File: config.mk
export PLATFORM = sky130hd
export DESIGN_NAME = dhte_fifo
export DESIGN_NICKNAME = d
export VERILOG_FILES = /design/src/rtl/dhte_fifo.sv
export SDC_FILE = /design/constraint.sdc
export NUM_CORES = 1
export LEC_CHECK = 0
export BUFFER_PORTS_ARGS = -buffer_cell sky130_fd_sc_hd__buf_2
export CAP_MARGIN = 10
export CORE_MARGIN = 1
export CORE_UTILIZATION = 51
export DETAILED_ROUTE_END_ITERATION = 7
export PLACE_DENSITY = 0.78
export SLEW_MARGIN = 25
export SYNTH_ARGS = -nofsm -noshare
export SYNTH_HDL_FRONTEND = slang
export SYNTH_SLANG_ARGS = --single-unit
File: constraint.sdc
create_clock -name clk -period 3.8 [get_ports clk]
set_input_delay 0.57 -clock clk [delete_from_list [all_inputs] [get_ports clk]]
set_output_delay 0.57 -clock clk [all_outputs]
set_load 0.03 [all_outputs]
File: src/rtl/dhte_fifo.sv
// two entry queue between the front and the back part
// no dependencies
`default_nettype none

module dhte_fifo #(
	parameter int W = 8
) (
	input  wire logic         clk,
	input  wire logic         arst_n,
	input  wire logic         push,
	output logic              full,
	input  wire logic         pop,
	output logic              empty,
	input  wire logic [W-1:0] din,
	output logic      [W-1:0] dout
);

	logic [W-1:0] data_q [2];
	logic         wptr_q, rptr_q;
	logic [1:0]   count_q;
	logic         do_push, do_pop;

	assign full    = (count_q == 2'd2);
	assign empty   = (count_q == 2'd0);
	assign do_push = push && !full;
	assign do_pop  = pop && !empty;
	assign dout    = data_q[rptr_q];

	always_ff @(posedge clk or negedge arst_n) begin
		if (!arst_n) begin
			wptr_q  <= 1'b0;
			rptr_q  <= 1'b0;
			count_q <= 2'd0;
		end else begin
			if (do_push) wptr_q <= ~wptr_q;
			if (do_pop) rptr_q <= ~rptr_q;
			if (do_push && !do_pop) count_q <= count_q + 2'd1;
			else if (do_pop && !do_push) count_q <= count_q - 2'd1;
		end
	end

	always_ff @(posedge clk) begin
		if (do_push) begin
			data_q[wptr_q] <= din;
		end
	end

endmodule

`default_nettype wire

==> flow_summary.json, run 1 <==
{
  "placement.io_buffers": 21,
  "antenna_cells": 0,
  "grt_first_pass_wirelength_mm": 1.52,
  "post-route-period-util_pct": 52.2,
  "globalRouteTotalUtil_pct": 15.1,
  "max-slew-margin-rel_pct": 56.3,
  "io_pins": 22,
  "total_power_uw": 744,
  "timing.critical_path.to_type": "output port",
  "cts.reportedPaths.clkPinSlew_ns": 0.10,
  "grt_antenna_before_repair": 0,
  "gr-total-overflow": 0,
  "cts.path.max_buffers": 2,
  "worstPathMaxFanout": 9,
  "slew_violations": 0,
  "synth.most_common_cell": "edfxtp_1",
  "cts_root_buf": "clkbuf_4",
  "synth.avg_cell_area_um2": 17.8,
  "synth_to_layout_area_growth_pct": 18.6,
  "num_rows": 13,
  "arrival_time_of_the_worst_setup_path_ns": 1.41,
  "number_of_nets_produced_by_synthesis": 57,
  "hold_ws_ns": 0.0748,
  "dp_hpwl_um": 784,
  "power.static_leakage_uw": 0.000389,
  "final_period_minus_worst_setup_slack_ns": 1.98,
  "setup_viol_count_final": 0,
  "required_ns": 3.23,
  "synthFlopType": "edfxtp_1",
  "finClkSkew_ns": 0.00633,
  "drt_first_iter_violations": 2,
  "timing_worst_slew_pin_value_ns": 0.653,
  "tns_ns": 0,
  "hold_viol_final": 0,
  "grt_max_degree": 12,
  "worst_path_largest_cell_delay_ns": 0.58,
  "synth_largest_type_area_fraction_pct": 61.4,
  "post_cts_setup_bufs": 0,
  "clock_tree_from_tritoncts": "yes",
  "final_layout_size_suffix_gt1_share_pct": 41.2,
  "maxCapViolCount": 0,
  "wire_per_inst_um": 12.5,
  "netlist_top_cells_area": "edfxtp_1, dfrtp_1, mux2_1",
  "worst_path_max_delay_cell": "dfrtp_1",
  "run_status": "complete, no violations",
  "detail_route.vias_per_cell": 4.93,
  "total_number_of_clock_tree_sinks": 20,
  "design.die.area_mm2": 0.00169,
  "final_routed_wirelength_across_all_metal_layers_mm": 1.04,
  "fin_nets": 82,
  "cp_cell_sequence": "mux2_2 > buf_2",
  "synth_edf_count": 16,
  "ys_ff_latch": 20,
  "synth_area_um2": 782,
  "detailedRoute.firstPassIterationCount": 2,
  "design.core.area_mm2": 0.00137,
  "post_cts_hold_buffer_count": 0,
  "power_density_mw_per_mm2": 803,
  "yosysSeqAreaShare_pct": 74.2,
  "vdd_ir_drop_max_uv": 443,
  "drt.antenna.violating_nets": 0,
  "achievable_clock_frequency_ghz": 0.504,
  "cts_inserted_buffers": 3,
  "synth.yosys.warnings": 0,
  "drcViolationCount": 0,
  "holdCritPathClass": "primary input to asynchronous set/reset pin",
  "netlist-cell-type-count": 15,
  "crit_type": "register to output port",
  "starting_density_pct": 57.2,
  "critical_path_buf_inv_count": 1,
  "ys_top_cells_by_count": "edfxtp_1, mux2_1, dfrtp_1, nor2_1",
  "gpl.final_weighted_congestion": 0.638,
  "die_h_um": 41.2,
  "synth_top_cell_by_area": "edfxtp_1",
  "via_count": 409,
  "h-tree-depth": 1,
  "chipWidth_um": 41.2,
  "r2r_setup_slack_ns": 2.20,
  "largest_delay_share_family_worst_path": "flip-flops",
  "syn-instance-count": 44,
  "design_area_um2": 927,
  "fraction_of_registers_with_async_set_reset_pct": 20.0,
  "setup_repair_after_global_routing_missed_its_margin": "false",
  "detailed_place.area_um2": 901,
  "post_cts_resize_count": 0,
  "worstSkewPairLatency_ns": 0.29,
  "grt_pass1_vias": 376,
  "worstSetupStartpointType": "register"
}
## power breakdown
part	switching [uW]	internal, uW
Clock	57.0	40.7
Sequential	47.4	307
Combinational	180	113
Total	284	460
## cell type report
| type | count | area [um^2] |
|---|---|---|
| flip-flops and latches | 20 | 581 |
| inverters | 2 | 7.51 |
| fillers | 111 | 439 |
| well taps | 15 | 18.8 |
| repair buffers | 21 | 105 |
| multi-input cells | 21 | 189 |
| clock buffers | 4 | 26.3 |
## final timing paths
kind                                   startpoint                     end  depth (start not counted)
max in group asynchronous                  arst_n  count_q[1]$_DFFE_PN0P_                          1
min in group clk                           din[6]  data_q[0][6]$_DFFE_PP_                          1
hold reg to reg            count_q[1]$_DFFE_PN0P_  count_q[1]$_DFFE_PN0P_                          1
setup / recovery               rptr_q$_DFFE_PN0P_                 dout[5]                          2
hold / removal                             arst_n      wptr_q$_DFFE_PN0P_                          1
setup reg to reg           count_q[0]$_DFFE_PN0P_  data_q[0][5]$_DFFE_PP_                          3
## flip-flops by register name (all words and copies together) (netlist names)
register and cells:
wptr_q 1, count_q 2, rptr_q 1, data_q 16
## layer usage
metal | GRT usage (%) | vias up | wire length (um)
li1 | - | 206 | -
met1 | 16.1 | 186 | 461
met2 | 23.8 | 15 | 500
met3 | 5.43 | 2 | 52
met4 | 12.1 | 0 | 21
met5 | 0 | - | 0
## cells in the final DEF, fill, tap and decap left out, types with 2 or more instances in the layout
cell type | netlist | layout
inv_1 | 2 | 2
dfrtp_1 | 4 | 4
clkbuf_4 | 0 | 3
edfxtp_1 | 16 | 16
xnor2_1 | 2 | 2
xor2_1 | 2 | 2
mux2_2 | 2 | 2
mux2_1 | 6 | 6
nor2_1 | 3 | 3
buf_2 | 1 | 21
## cells by family after synthesis
family / count (synthesis) / share of synthesized area (%)
adder cells (fa/ha/maj): 1 / 1.60
XOR/XNOR: 5 / 6.56
buffers and inverters: 3 / 1.60
flip-flops: 20 / 74.2
AO/OA/AOI/OAI: 1 / 0.639
AND/OR/NAND/NOR: 6 / 3.84
multiplexers: 8 / 11.5
## metrics by stage
| step | utilization (%) | instances | worst slack, ns |
|---|---|---|---|
| 4_1_cts | 67.9 | 83 | 1.80 |
| 6_report | 67.9 | 83 | 1.82 |
| 3_3_place_gp | 65.9 | 79 | 2.14 |
| 2_1_floorplan | - | 44 | 2.28 |
| 5_1_grt | 67.9 | 83 | 1.74 |
| 3_5_place_dp | 65.9 | 79 | 2.13 |
Note: power is estimated with default switching activity, not from simulation.
==> inputs of run 2 (changes only) <==
Settings changed: ABC_AREA set to 1, CORE_UTILIZATION 51 to 49, PLACE_DENSITY 0.78 to 0.75.
Clock period 3.8 ns to 1.9 ns, I/O delays scaled along.
==> flow_summary.json, run 2 <==
{
  "fraction_of_the_mapped_netlist_area_in_compound_gates_pct": 1.24,
  "post_layout_instance_count_excluding_filler_cells": 116,
  "worst_path_max_delay_cell": "dfrtp_1",
  "finClkSkew_ns": 0.00510,
  "multi_input_area_um2": 194,
  "slew_violations": 0,
  "total_number_of_clock_tree_sinks": 20,
  "setup_repair_after_global_routing_missed_its_margin": "false",
  "largest_register_ff_count": 16,
  "cp_cell_sequence": "inv_2 > nand2_1 > nand2_1 > buf_2",
  "arrival_time_of_the_worst_setup_path_ns": 1.38,
  "number_of_nets_produced_by_synthesis": 86,
  "worst_path_largest_cell_delay_ns": 0.53,
  "required_ns": 1.62,
  "critPathMostFrequentCell": "nand2_1",
  "setup_viol_count_final": 0,
  "tns_ns": 0,
  "worstSkewPairLatency_ns": 0.31,
  "largest_delay_share_family_worst_path": "flip-flops",
  "worstSetupStartpointType": "register",
  "drt_first_iter_violations": 15,
  "detailedRoute.firstPassIterationCount": 5,
  "synth.yosys.warnings": 0,
  "run_status": "complete, no violations",
  "design_area_mm2": 0.00101,
  "cts.path.max_buffers": 2,
  "drt.antenna.violating_nets": 0,
  "final_routed_wirelength_across_all_metal_layers_mm": 1.52,
  "hold-path-cell-count": 1,
  "synth_fa_ha_area_share_pct": 1.55,
  "fin_nets": 114,
  "detailed_place.area_um2": 945,
  "vdd_ir_drop_max_uv": 1290,
  "yosysSeqAreaShare_pct": 71.7,
  "detail_route.vias_per_cell": 5.12,
  "synth.avg_cell_area_um2": 11.1,
  "dp_hpwl_mm": 1.04,
  "h-tree-depth": 1,
  "timing.critical_path.to_type": "output port",
  "design.die.area_mm2": 0.00182,
  "globalRouteMet3Util_pct": 5.17,
  "wire_per_inst_um": 13.1,
  "gr-usage-met1_pct": 21.4,
  "final_period_minus_worst_setup_slack_ns": 1.66,
  "layout_commonest_cell": "nand2_1",
  "grt_pass1_vias": 566,
  "antenna_cells": 0,
  "grt_antenna_before_repair": 0,
  "placement.io_buffers": 21,
  "achievable_clock_frequency_ghz": 0.601,
  "clock_tree_from_tritoncts": "yes",
  "synth_largest_type_area_fraction_pct": 59.4,
  "post_synth_mux_area_share_pct": 0,
  "grt_first_pass_wirelength_mm": 2.37,
  "timing_worst_slew_pin_value_ns": 0.381,
  "netlist_top_cells_area": "edfxtp_1, nand2_1, dfrtp_1",
  "synth_top_cell_by_area": "edfxtp_1",
  "hold_ws_ns": 0.155,
  "power.static_leakage_uw": 0.000487,
  "critical_path_buf_inv_count": 2,
  "hold_viol_final": 0,
  "yosys.area_share.xor_xnor_pct": 1.08,
  "power_density_mw_per_mm2": 1750,
  "drcViolationCount": 0,
  "starting_density_pct": 53.1,
  "num_rows": 14,
  "registers.top_by_ff_count": "data_q",
  "cts.reportedPaths.clkPinSlew_ns": 0.11,
  "maxCapViolCount": 0,
  "cts_root_buf": "clkbuf_4",
  "globalRouteTotalUtil_pct": 19.2,
  "simple_gate_fraction_of_synth_area_pct": 20.1,
  "ys_top_cells_by_count": "nand2_1, edfxtp_1, inv_1, dfrtp_1",
  "fraction_of_registers_with_async_set_reset_pct": 20.0,
  "synthFlopType": "edfxtp_1",
  "synth_edf_count": 16,
  "syn-instance-count": 73,
  "reg2regPathDepth": 6,
  "netlist-cell-type-count": 14,
  "final_layout_size_suffix_gt1_share_pct": 30.0,
  "grt_max_degree": 13,
  "design.core.area_mm2": 0.00152,
  "worstPathMaxFanout": 10,
  "gr-total-overflow": 0,
  "crit_cells": 4,
  "io_pins": 22,
  "holdCritPathClass": "primary input to register",
  "synth_area_um2": 810,
  "ys_ff_latch": 20,
  "chipWidth_um": 42.6,
  "via_count": 594,
  "die_h_um": 42.6,
  "synth_top_family_by_area": "simple AND/OR/NAND/NOR gates",
  "global_route.peak_usage_layer": "met2",
  "dpl.cell_count": 111,
  "gr-usage-met2_pct": 30.3,
  "post-route-period-util_pct": 87.6,
  "cts_inserted_buffers": 3,
  "seq_area_um2": 581,
  "synth.most_common_cell": "nand2_1",
  "top_regs": "data_q (16), count_q (2)",
  "fillerInstances": 122,
  "max-slew-margin-rel_pct": 74.6,
  "layout.cells.most_common_list": "nand2_1, buf_2, edfxtp_1, inv_1, dfrtp_1",
  "synth_to_layout_area_growth_pct": 24.4,
  "crit_type": "register to output port",
  "gpl.final_weighted_congestion": 0.715
}
run 2: where the power goes:
group	internal [uW]	leakage (uW)	total (uW)	switching, uW
Combinational	215	0.000263	712	497
Clock	214	0.0000279	347	134
Sequential	608	0.000197	700	92.3
Total	1040	0.000487	1760	723
run 2: path summary, 6_finish.rpt:
| kind | to | from | slack (ns) |
|---|---|---|---|
| worst max-delay path | dout[0] | rptr_q$_DFFE_PN0P_ | 0.24 |
| max in group asynchronous | rptr_q$_DFFE_PN0P_ | arst_n | 1.47 |
| min in group asynchronous | wptr_q$_DFFE_PN0P_ | arst_n | 0.31 |
| worst min register to register | wptr_q$_DFFE_PN0P_ | wptr_q$_DFFE_PN0P_ | 0.52 |
| worst max register to register | count_q[1]$_DFFE_PN0P_ | count_q[0]$_DFFE_PN0P_ | 0.45 |
| worst min-delay path | data_q[0][0]$_DFFE_PP_ | din[0] | 0.15 |
run 2: final cells by class:
class	count	area share [%]
sequential	20	57.6
inverter	8	2.98
timing repair buffer	24	12.9
clock buffer	3	2.24
clock inverter	1	2.98
multi-input combinational	44	19.3
tap	16	1.99
run 2: logic make-up after synthesis:
logic type               after synthesis
AND/OR/NAND/NOR                       40
buffers and inverters                  9
adder cells (fa/ha/maj)                1
AO/OA/AOI/OAI                          2
XOR/XNOR                               1
flip-flops                            20
run 2: per-layer routing:
layer	vias up	part of all wire, %
met2	29	48
li1	291	-
met4	0	4.0
met5	-	0
met3	7	5.3
met1	267	43
run 2: through the flow:
step	setup slack (ns)	util, %	power (uW)
CTS	0.229	66.1	1760
floorplan	0.402	-	1200
detailed placement	0.499	62.0	1410
finish	0.235	66.1	1760
global route	0.140	66.1	1860
global placement	0.493	62.0	1390
run 2: worst reg2reg max path: stages (launching register included):
cell	delay, ns
dfrtp_1	0.48
o21ai_0	0.28
ha_1	0.32
inv_1	0.10
nand3_1	0.08
nand2_1	0.06
nand2_1	0.05
run 2: repair_timing:
| item | CTS | global route |
|---|---|---|
| hold buffers | 1 | 0 |
| setup buffers | 0 | 0 |
| endpoints found under the hold margin | 4 | 0 |
| resized for setup | 0 | 0 |
